===== config.mk =====
export PLATFORM = sky130hd
export DESIGN_NAME = differential_drive_mixer_with_trim
export DESIGN_NICKNAME = d
export VERILOG_FILES = /design/src/hdl/ddmt_pkg.sv /design/src/hdl/ddmt_csr.sv /design/src/hdl/ddmt_core.sv /design/src/hdl/ddmt_obuf.sv /design/src/hdl/differential_drive_mixer_with_trim.sv
export SDC_FILE = /design/constraint.sdc
export NUM_CORES = 1
export LEC_CHECK = 0
export BUFFER_PORTS_ARGS = -buffer_cell sky130_fd_sc_hd__buf_4
export CORE_MARGIN = 2
export CORE_UTILIZATION = 64
export DETAILED_ROUTE_END_ITERATION = 7
export PLACE_DENSITY_LB_ADDON = 0.3
export SLEW_MARGIN = 20
export SYNTH_ARGS = -nofsm -noshare
export SYNTH_HDL_FRONTEND = slang
export SYNTH_SLANG_ARGS = --single-unit

===== constraint.sdc =====
create_clock -name clock -period 14 [get_ports clock]
set_input_delay 3.5 -clock clock [delete_from_list [all_inputs] [get_ports clock]]
set_output_delay 3.5 -clock clock [all_outputs]
set_load 0.05 [all_outputs]

===== src/hdl/ddmt_pkg.sv =====
// Shared types, constants and register codes for the drive mixer with encoder trim.
package ddmt_pkg;

   localparam int TIME_BITS = 32;
   localparam int TICK_BITS = 16;
   localparam int DUTY_MAX = 255;
   localparam int BLINK_PERIOD = 1000;
   localparam int BLINK_ON = 500;

   localparam int REQ_DATA_BITS = 24;
   localparam int RSP_DATA_BITS = 48;
   localparam int CSR_DATA_BITS = 16;

   typedef enum logic [2:0] {
      CSR_STRAIGHT_THR_FLOOR,
      CSR_STEER_DEAD_BAND,
      CSR_FAULT_THROTTLE,
      CSR_CORRECTION_INTERVAL_MS,
      CSR_LINK_TIMEOUT_MS,
      CSR_TRIM_CLAMP,
      CSR_RIGHT_OFFSET,
      CSR_TRIM_INCREMENT
   } ddmt_csr_index_type;

   typedef struct packed {
      logic [7:0]  straight_thr_floor;
      logic [7:0]  steer_dead_band;
      logic [7:0]  fault_throttle;
      logic [15:0] correction_interval_ms;
      logic [15:0] link_timeout_ms;
      logic [5:0]  trim_clamp;
      logic [7:0]  right_offset;
      logic [3:0]  trim_increment;
   } ddmt_cfg_type;

   localparam ddmt_cfg_type CFG_RESET = '{
      straight_thr_floor:     8'd80,
      steer_dead_band:        8'd25,
      fault_throttle:         8'd150,
      correction_interval_ms: 16'd250,
      link_timeout_ms:        16'd300,
      trim_clamp:             6'd15,
      right_offset:           8'd15,
      trim_increment:         4'd1
   };

   typedef struct packed {
      logic              ms_tick;
      logic              left_edge;
      logic              right_edge;
      logic              command_valid;
      logic signed [9:0] throttle;
      logic signed [9:0] steering;
   } ddmt_item_type;

   typedef struct packed {
      logic [7:0]        right_positive_duty;
      logic [7:0]        right_negative_duty;
      logic [7:0]        left_positive_duty;
      logic [7:0]        left_negative_duty;
      logic signed [6:0] trim_value;
      logic              encoder_fault;
      logic              link_lost;
      logic              status_led;
   } ddmt_result_type;

endpackage


===== src/hdl/ddmt_csr.sv =====
// Configuration register file, written through the csr channel.
module ddmt_csr (
   input  logic                                clock,
   input  logic                                reset,
   input  logic                                csr_valid,
   output logic                                csr_ready,
   input  logic [2:0]                          csr_index,
   input  logic [ddmt_pkg::CSR_DATA_BITS-1:0]  csr_data,
   output ddmt_pkg::ddmt_cfg_type              cfg
);
   import ddmt_pkg::*;

   ddmt_cfg_type cfg_ff, cfg_in;

   assign csr_ready = 1'b1;
   assign cfg = cfg_ff;

   always_comb begin
      cfg_in = cfg_ff;
      if (csr_valid) begin
         unique case (ddmt_csr_index_type'(csr_index))
            CSR_STRAIGHT_THR_FLOOR:     cfg_in.straight_thr_floor = csr_data[7:0];
            CSR_STEER_DEAD_BAND:        cfg_in.steer_dead_band = csr_data[7:0];
            CSR_FAULT_THROTTLE:         cfg_in.fault_throttle = csr_data[7:0];
            CSR_CORRECTION_INTERVAL_MS: cfg_in.correction_interval_ms = csr_data[15:0];
            CSR_LINK_TIMEOUT_MS:        cfg_in.link_timeout_ms = csr_data[15:0];
            CSR_TRIM_CLAMP:             cfg_in.trim_clamp = csr_data[5:0];
            CSR_RIGHT_OFFSET:           cfg_in.right_offset = csr_data[7:0];
            CSR_TRIM_INCREMENT:         cfg_in.trim_increment = csr_data[3:0];
         endcase
      end
   end

   always_ff @(posedge clock) begin
      if (reset) begin
         cfg_ff <= CFG_RESET;
      end else begin
         cfg_ff <= cfg_in;
      end
   end

endmodule


===== src/hdl/ddmt_core.sv =====
// Per-sample datapath: time base, tick counters, trim update, mixing and duty split.
module ddmt_core (
   input  logic                       clock,
   input  logic                       reset,
   input  logic                       step,
   input  ddmt_pkg::ddmt_item_type    item,
   input  ddmt_pkg::ddmt_cfg_type     cfg,
   output ddmt_pkg::ddmt_result_type  result
);
   import ddmt_pkg::*;

   localparam logic signed [10:0] DRIVE_LIM = 11'(DUTY_MAX);

   function automatic logic signed [10:0] clamp_drive(input logic signed [10:0] v);
      logic signed [10:0] r;
      if (v > DRIVE_LIM) r = DRIVE_LIM;
      else if (v < -DRIVE_LIM) r = -DRIVE_LIM;
      else r = v;
      return r;
   endfunction

   logic [TIME_BITS-1:0] time_ff, time_in, last_cmd_ff, last_cmd_in;
   logic [TIME_BITS-1:0] last_trim_ff, last_trim_in;
   logic [9:0]           blink_ff, blink_in;
   logic [TICK_BITS-1:0] lcnt_ff, lcnt_in, rcnt_ff, rcnt_in, lcnt_inc, rcnt_inc;
   logic signed [6:0]    trim_ff, trim_in, trim_cmd, trim_upd;
   logic signed [8:0]    rdrv_ff, rdrv_in, ldrv_ff, ldrv_in, rdrv_neg, ldrv_neg;
   logic [9:0]           thr_abs, steer_abs;
   logic                 trim_due, run_trim, straight, enc_fault, lost, err_up, err_dn;
   logic signed [TICK_BITS:0] tick_err;
   logic signed [7:0]    trim_sum, lim_pos;
   logic signed [10:0]   thr_w, steer_w, mix_r, mix_l, corr, drv_r, drv_l;

   // time base and edge counters come first in a sample
   always_comb begin
      time_in = item.ms_tick ? time_ff + 1'b1 : time_ff;
      blink_in = blink_ff;
      if (item.ms_tick) begin
         blink_in = (blink_ff == 10'(BLINK_PERIOD - 1)) ? 10'd0 : blink_ff + 1'b1;
      end
      lcnt_inc = (item.left_edge && lcnt_ff != '1) ? lcnt_ff + 1'b1 : lcnt_ff;
      rcnt_inc = (item.right_edge && rcnt_ff != '1) ? rcnt_ff + 1'b1 : rcnt_ff;
   end

   // trim update
   always_comb begin
      thr_abs = item.throttle[9] ? 10'(-item.throttle) : item.throttle;
      steer_abs = item.steering[9] ? 10'(-item.steering) : item.steering;
      trim_due = (time_in - last_trim_ff) >= TIME_BITS'(cfg.correction_interval_ms);
      run_trim = item.command_valid && trim_due;
      straight = (thr_abs > {2'b00, cfg.straight_thr_floor}) &&
                 (steer_abs < {2'b00, cfg.steer_dead_band});
      enc_fault = (lcnt_inc == '0 || rcnt_inc == '0) &&
                  (thr_abs > {2'b00, cfg.fault_throttle});
      tick_err = $signed({1'b0, rcnt_inc}) - $signed({1'b0, lcnt_inc});
      err_up = tick_err > $signed((TICK_BITS + 1)'(1));
      err_dn = tick_err < $signed(-(TICK_BITS + 1)'(1));
      lim_pos = $signed({2'b00, cfg.trim_clamp});
      if (err_up) trim_sum = 8'(trim_ff) + $signed({4'b0000, cfg.trim_increment});
      else if (err_dn) trim_sum = 8'(trim_ff) - $signed({4'b0000, cfg.trim_increment});
      else trim_sum = 8'(trim_ff);
      if (trim_sum > lim_pos) trim_upd = 7'(lim_pos);
      else if (trim_sum < -lim_pos) trim_upd = 7'(-lim_pos);
      else trim_upd = 7'(trim_sum);

      trim_cmd = trim_ff;
      if (run_trim) begin
         trim_cmd = (!straight || enc_fault) ? 7'sd0 : trim_upd;
      end
      lcnt_in = run_trim ? '0 : lcnt_inc;
      rcnt_in = run_trim ? '0 : rcnt_inc;
      last_trim_in = run_trim ? time_in : last_trim_ff;
      last_cmd_in = item.command_valid ? time_in : last_cmd_ff;
   end

   // mixing, correction, link check
   always_comb begin
      thr_w = 11'(item.throttle);
      steer_w = 11'(item.steering);
      mix_r = clamp_drive(thr_w - steer_w);
      mix_l = clamp_drive(thr_w + steer_w);
      corr = item.throttle[9] ? -11'(trim_cmd) : 11'(trim_cmd);
      drv_r = clamp_drive(mix_r - $signed({3'b000, cfg.right_offset}) - corr);
      drv_l = clamp_drive(mix_l + corr);
      lost = (time_in - last_cmd_in) >= TIME_BITS'(cfg.link_timeout_ms);

      rdrv_in = item.command_valid ? 9'(drv_r) : rdrv_ff;
      ldrv_in = item.command_valid ? 9'(drv_l) : ldrv_ff;
      trim_in = trim_cmd;
      if (lost) begin
         rdrv_in = 9'sd0;
         ldrv_in = 9'sd0;
         trim_in = 7'sd0;
      end
      rdrv_neg = -rdrv_in;
      ldrv_neg = -ldrv_in;

      result.right_positive_duty = (rdrv_in > 9'sd0) ? rdrv_in[7:0] : 8'd0;
      result.right_negative_duty = (rdrv_in < 9'sd0) ? rdrv_neg[7:0] : 8'd0;
      result.left_positive_duty = (ldrv_in > 9'sd0) ? ldrv_in[7:0] : 8'd0;
      result.left_negative_duty = (ldrv_in < 9'sd0) ? ldrv_neg[7:0] : 8'd0;
      result.trim_value = trim_in;
      result.encoder_fault = run_trim && straight && enc_fault;
      result.link_lost = lost;
      result.status_led = !lost || (blink_in < 10'(BLINK_ON));
   end

   always_ff @(posedge clock) begin
      if (reset) begin
         time_ff <= '0;
         blink_ff <= '0;
         last_cmd_ff <= '0;
         last_trim_ff <= '0;
         lcnt_ff <= '0;
         rcnt_ff <= '0;
         trim_ff <= '0;
         rdrv_ff <= '0;
         ldrv_ff <= '0;
      end else if (step) begin
         time_ff <= time_in;
         blink_ff <= blink_in;
         last_cmd_ff <= last_cmd_in;
         last_trim_ff <= last_trim_in;
         lcnt_ff <= lcnt_in;
         rcnt_ff <= rcnt_in;
         trim_ff <= trim_in;
         rdrv_ff <= rdrv_in;
         ldrv_ff <= ldrv_in;
      end
   end

   a_fault_clears: assert property (@(posedge clock) disable iff (reset)
      step && result.encoder_fault |=> trim_ff == 7'sd0 && lcnt_ff == '0 && rcnt_ff == '0)
      else $error("encoder fault did not clear trim and counters");

   a_lost_stops: assert property (@(posedge clock) disable iff (reset)
      step && result.link_lost |=> rdrv_ff == 9'sd0 && ldrv_ff == 9'sd0 && trim_ff == 7'sd0)
      else $error("link loss did not stop the drives");

   a_cmd_stamp: assert property (@(posedge clock) disable iff (reset)
      step && item.command_valid |=> last_cmd_ff == time_ff)
      else $error("command time not stamped");

endmodule


===== src/hdl/ddmt_obuf.sv =====
// Result register with a skid entry so the input side keeps moving during a stall.
module ddmt_obuf (
   input  logic                       clock,
   input  logic                       reset,
   input  logic                       push,
   input  ddmt_pkg::ddmt_result_type  din,
   output logic                       space,
   output logic                       out_valid,
   input  logic                       out_ready,
   output ddmt_pkg::ddmt_result_type  out_data
);
   import ddmt_pkg::*;

   logic            out_valid_ff, out_valid_in, skid_valid_ff, skid_valid_in, pop;
   ddmt_result_type out_data_ff, out_data_in, skid_data_ff, skid_data_in;

   assign pop = out_valid_ff && out_ready;
   assign space = !skid_valid_ff;
   assign out_valid = out_valid_ff;
   assign out_data = out_data_ff;

   // push only arrives while the skid entry is empty
   always_comb begin
      out_valid_in = out_valid_ff;
      out_data_in = out_data_ff;
      skid_valid_in = skid_valid_ff;
      skid_data_in = skid_data_ff;
      if (skid_valid_ff) begin
         if (pop) begin
            out_data_in = skid_data_ff;
            skid_valid_in = 1'b0;
         end
      end else if (!out_valid_ff || pop) begin
         out_valid_in = push;
         out_data_in = din;
      end else if (push) begin
         skid_valid_in = 1'b1;
         skid_data_in = din;
      end
   end

   always_ff @(posedge clock) begin
      if (reset) begin
         out_valid_ff <= 1'b0;
         skid_valid_ff <= 1'b0;
      end else begin
         out_valid_ff <= out_valid_in;
         skid_valid_ff <= skid_valid_in;
      end
   end

   always_ff @(posedge clock) begin
      out_data_ff <= out_data_in;
      skid_data_ff <= skid_data_in;
   end

   a_skid_behind_out: assert property (@(posedge clock) disable iff (reset)
      skid_valid_ff |-> out_valid_ff)
      else $error("skid entry held without a result in front");

   a_no_overflow: assert property (@(posedge clock) disable iff (reset)
      push |-> !skid_valid_ff)
      else $error("result pushed into a full buffer");

   a_skid_moves_up: assert property (@(posedge clock) disable iff (reset)
      skid_valid_ff && pop |=> out_valid_ff && out_data_ff == $past(skid_data_ff))
      else $error("skid entry lost on drain");

endmodule


===== src/hdl/differential_drive_mixer_with_trim.sv =====
// Top level of the differential drive mixer with encoder trim.
//
//  channel | direction | handshake               | payload
//  req     | in        | req_tvalid / req_tready | req_tdata, req_tuser = command_valid
//  rsp     | out       | rsp_tvalid / rsp_tready | rsp_tdata
//  csr     | in        | csr_valid / csr_ready   | csr_index, csr_data
//
// An accepted item sits in the input register; once the skid entry has room the sample
// datapath runs and writes the result register, which drives rsp_tvalid.
// One item per cycle sustained while rsp_tready is high. In a stall the result register,
// one skid entry and the input register each hold an item; req_tready drops once all
// three are full. Reset is synchronous: all counters, trim and drives go to zero and the
// registers to their defaults. csr_ready is always high.
module differential_drive_mixer_with_trim (
   input  logic                                clock,
   input  logic                                reset,
   input  logic                                req_tvalid,
   output logic                                req_tready,
   // [0] ms_tick, [1] left_edge, [2] right_edge, [12:3] throttle, [22:13] steering
   input  logic [ddmt_pkg::REQ_DATA_BITS-1:0]  req_tdata,
   // [0] command_valid
   input  logic                                req_tuser,
   output logic                                rsp_tvalid,
   input  logic                                rsp_tready,
   // [7:0] right_positive_duty, [15:8] right_negative_duty, [23:16] left_positive_duty,
   // [31:24] left_negative_duty, [38:32] trim_value, [39] encoder_fault,
   // [40] link_lost, [41] status_led
   output logic [ddmt_pkg::RSP_DATA_BITS-1:0]  rsp_tdata,
   input  logic                                csr_valid,
   output logic                                csr_ready,
   input  logic [2:0]                          csr_index,
   input  logic [ddmt_pkg::CSR_DATA_BITS-1:0]  csr_data
);
   import ddmt_pkg::*;

   ddmt_cfg_type    cfg;
   ddmt_item_type   item_ff, item_in;
   ddmt_result_type result, rsp_data;
   logic            in_valid_ff, in_valid_in, space, step, accept;

   assign step = in_valid_ff && space;
   assign req_tready = !in_valid_ff || space;
   assign accept = req_tvalid && req_tready;

   always_comb begin
      item_in.ms_tick = req_tdata[0];
      item_in.left_edge = req_tdata[1];
      item_in.right_edge = req_tdata[2];
      item_in.command_valid = req_tuser;
      item_in.throttle = $signed(req_tdata[12:3]);
      item_in.steering = $signed(req_tdata[22:13]);
      if (accept) in_valid_in = 1'b1;
      else if (step) in_valid_in = 1'b0;
      else in_valid_in = in_valid_ff;
   end

   always_ff @(posedge clock) begin
      if (reset) begin
         in_valid_ff <= 1'b0;
      end else begin
         in_valid_ff <= in_valid_in;
      end
   end

   always_ff @(posedge clock) begin
      if (accept) begin
         item_ff <= item_in;
      end
   end

   ddmt_csr u_csr (
      .clock     (clock),
      .reset     (reset),
      .csr_valid (csr_valid),
      .csr_ready (csr_ready),
      .csr_index (csr_index),
      .csr_data  (csr_data),
      .cfg       (cfg)
   );

   ddmt_core u_core (
      .clock  (clock),
      .reset  (reset),
      .step   (step),
      .item   (item_ff),
      .cfg    (cfg),
      .result (result)
   );

   ddmt_obuf u_obuf (
      .clock     (clock),
      .reset     (reset),
      .push      (step),
      .din       (result),
      .space     (space),
      .out_valid (rsp_tvalid),
      .out_ready (rsp_tready),
      .out_data  (rsp_data)
   );

   assign rsp_tdata = {6'b000000, rsp_data.status_led, rsp_data.link_lost,
                       rsp_data.encoder_fault, rsp_data.trim_value,
                       rsp_data.left_negative_duty, rsp_data.left_positive_duty,
                       rsp_data.right_negative_duty, rsp_data.right_positive_duty};

endmodule

==> out/metrics.csv <==
metric,value,unit
final hold vios,0,
Iter 0 DRT Violations,1748,
endpoints failing setup,0,
dominant synthesized flop cell,dfxtp_1,
# fillers,3186,
footprint of the multi-input gates,16900,sq um
clk sinks,348,
Lkg Pwr,12.09,nW
Synth cell types,109,
DRC errors left,0,
PwrDens,110.0,nW/um^2
grt ovf,0,
initial antenna violation count,0,
GRT Util Overall,33.23,%
top-count cell post-synth,nand2_1,
vias in the first global route,22700,
Sw Pwr,1.118,mW
Flop pwr share,33.7,%
cell mode on critical path,buf_4,
crit end category,flip-flop,
largest net degree at the start of global routing,134,
worst-skew pair later-pin latency,0.58,ns
final-stage net count,3652,
synthesized flop and latch total,348,
layout cell share with drive strength beyond 1,11.15,%
global-route wire length before repair,114700,um
max-cap viol count,0,
Syn Area/Cell,7.958,sq um
Comb power frac,33.0,%
skew final,0.01176,ns
fraction of registers with async set/reset,0,%
Routed WL,72250,um
WL/cell,18.30,um
total power,3.222,mW
peak supply drop,0.09858,mV
leading post-synthesis cells by cell area,"dfxtp_1 (18%), edfxtp_1 (12%), ha_1 (9.6%), nand2_1 (5.3%), nor2_1 (5.2%)",
fin crit period,13.18,ns
H-tree depth,2,
Commonest cells post-synth,"nand2_1 (370), nor2_1 (363), a21oi_1 (272), dfxtp_1 (240), inv_1 (239)",
"slowest stage delay, CP",0.58,ns
Internal,2.105,mW
count of pins over their slew limit,0,
DR vias/cell,6.165,
clock share of power,33.3,%
WP data arrival,13.57,ns
clock root cell,clkbuf_16,
DIE AREA,42730,sq um
core area,40740,sq um
Tcrit/Tclk final,94.14,%
relative slew slack,18.78,%
dpl ws,0.4961,ns
CP required,14.39,ns
critical path peak fanout,6,
total negative setup slack,0,ns
crit path kind,flip-flop to flip-flop,
CTS buffer count,40,
HP Class,flip-flop to flip-flop,
die height,206.7,um
CTS hold repair buffers,0,
outcome,completed,
Sw Share,34.68,%
chip width,206.7,um
area share of the largest cell type after synthesis,18.27,%
Critical Path Source Type,flip-flop,
Critical Path End,u_obuf.out_data[30],
sequential area share after synthesis,30.60,%
RR Startpoint,u_core.rcnt_ff[13],
Worst-path clk slew,0.06,ns
reg2reg end,u_obuf.out_data[30],
Final WS setup,0.8199,ns
register area,8060,sq um
Slowest cell on crit path,or4_4,
Vias,24340,
clock buffer depth,3,
Yosys top cell by area,dfxtp_1,
# IOs,100,
Worst-Margin Slew,1.207,ns
Routed Antenna Nets,0,
depth of the most critical reg-to-reg path,64,
TritonRoute pass-1 iters,5,
Rows,74,
Syn. warnings,0,
gpl congestion,0.9688,
port bufs,91,
# diodes,0,
Mapped Cells,3305,
Post-synth EDFFs,108,
post-synthesis cell area,26300,sq um
Worst R2R Setup Slack,0.82,ns
Critical Path Source,u_core.rcnt_ff[13],
dpl hpwl,53490,um
FMAX,0.07587,GHz
CTS tree,yes,
effective utilization at floorplan,64.56,%
P&R area growth vs syn,11.43,%
-- metrics by stage --
step           std cells  hold WS (ns)  utilization, %  instance area [sq um]
2_1_floorplan       3310        0.4273               -                  26320
3_3_place_gp        3871        0.4337           68.22                  27790
3_5_place_dp        3871        0.4442           68.22                  27790
4_1_cts             3944        0.4553           71.51                  29130
5_1_grt             3949        0.4672           71.94                  29310
6_report            3949        0.4524           71.94                  29310
-- state kept, by name, summed over array words and instances (netlist names), 7 cells and up --
register             cells
u_core.blink_ff         10
u_obuf.out_data         42
u_core.lcnt_ff          16
u_core.ldrv_ff           9
u_csr.cfg               74
u_core.time_ff          32
u_obuf.skid_data_ff     42
u_core.trim_ff           7
u_core.rcnt_ff          16
u_core.last_trim_ff     32
u_core.rdrv_ff           9
u_core.last_cmd_ff      32
item_ff                 24
-- cells by family after synthesis --
group | Yosys count | synth area share, %
simple gates | 1251 | 22.86
flops | 348 | 30.60
compound gates | 856 | 21.68
fa+ha+maj | 219 | 10.86
buf+inv | 398 | 5.894
mux | 42 | 1.679
xor+xnor | 189 | 6.398
other cells | 2 | 0.02855
-- worst min-delay path by stage --
stage	slack [ns]	end	depth (start not counted)	start
floorplan	0.43	u_core.ldrv_ff[3]	2	u_core.ldrv_ff[3]
global placement	0.43	u_core.rdrv_ff[5]	2	u_core.rdrv_ff[5]
detailed placement	0.44	u_core.ldrv_ff[3]	2	u_core.ldrv_ff[3]
CTS	0.46	u_core.last_cmd_ff[0]	2	u_core.last_cmd_ff[0]
global route	0.47	u_core.last_cmd_ff[0]	2	u_core.last_cmd_ff[0]
finish	0.45	u_core.rdrv_ff[5]	2	u_core.rdrv_ff[5]
-- cells in the final DEF, fill, tap and decap left out, drive strengths merged, types with 25 or more instances in the layout --
| master | n |
|---|---|
| nand2b | 41 |
| xor2 | 84 |
| or3 | 36 |
| xnor2 | 103 |
| nand3 | 72 |
| inv | 243 |
| nor2b | 49 |
| nor2 | 364 |
| edfxtp | 108 |
| nor3 | 77 |
| and3 | 36 |
| o21bai | 27 |
| buf | 191 |
| o21a | 50 |
| mux2i | 25 |
| nand4 | 52 |
| a21oi | 276 |
| nand2 | 371 |
| a21o | 45 |
| ha | 201 |
| dfxtp | 240 |
| a211oi | 59 |
| and2 | 39 |
| o31ai | 34 |
| o21ai | 158 |
| clkbuf | 53 |
-- per-layer routing --
layer / track usage, % / wire [um] / share of wire [%] / vias up
met5: 0 / 0 / 0 / -
met4: 11.88 / 2390 / 3.3 / 0
met3: 3.721 / 4570 / 6.3 / 159
met2: 56.71 / 34070 / 47 / 859
met1: 43.60 / 31210 / 43 / 11460
li1: - / - / - / 11860
-- cell type report --
| class | instances | area share (%) |
|---|---|---|
| Inverter | 241 | 3.087 |
| Clock inverter | 20 | 0.6746 |
| Sequential cell | 348 | 27.50 |
| Multi-Input combinational cell | 2564 | 57.65 |
| Timing Repair Buffer | 191 | 4.918 |
| Clock buffer | 53 | 3.894 |
| Tap cell | 532 | 2.271 |
-- worst max-delay path: cells and delay by family, from the launching register on --
family                     cells  cell delay [ns]
AOI/OAI and AO/OA             23             4.44
xor gates and xnor gates       6             1.08
adders and majority gates      8             2.52
buffers and inverters         13             1.84
DFF                            1             0.49
and+or+nand+nor               14             2.59
-- power by group through the flow --
stage | Sequential, mW | Clock, mW | Combinational [mW]
floorplan | 1.14 | 0 | 0.656
global placement | 1.11 | 0 | 1.00
detailed placement | 1.11 | 0 | 1.02
CTS | 1.09 | 1.08 | 1.03
global route | 1.09 | 1.12 | 1.15
finish | 1.09 | 1.07 | 1.06
-- timing repair --
item	in CTS	in global routing
setup buffers	0	5
resized for setup	0	28
endpoints found under the setup margin	0	35
Note: power is estimated with default switching activity, not from simulation.
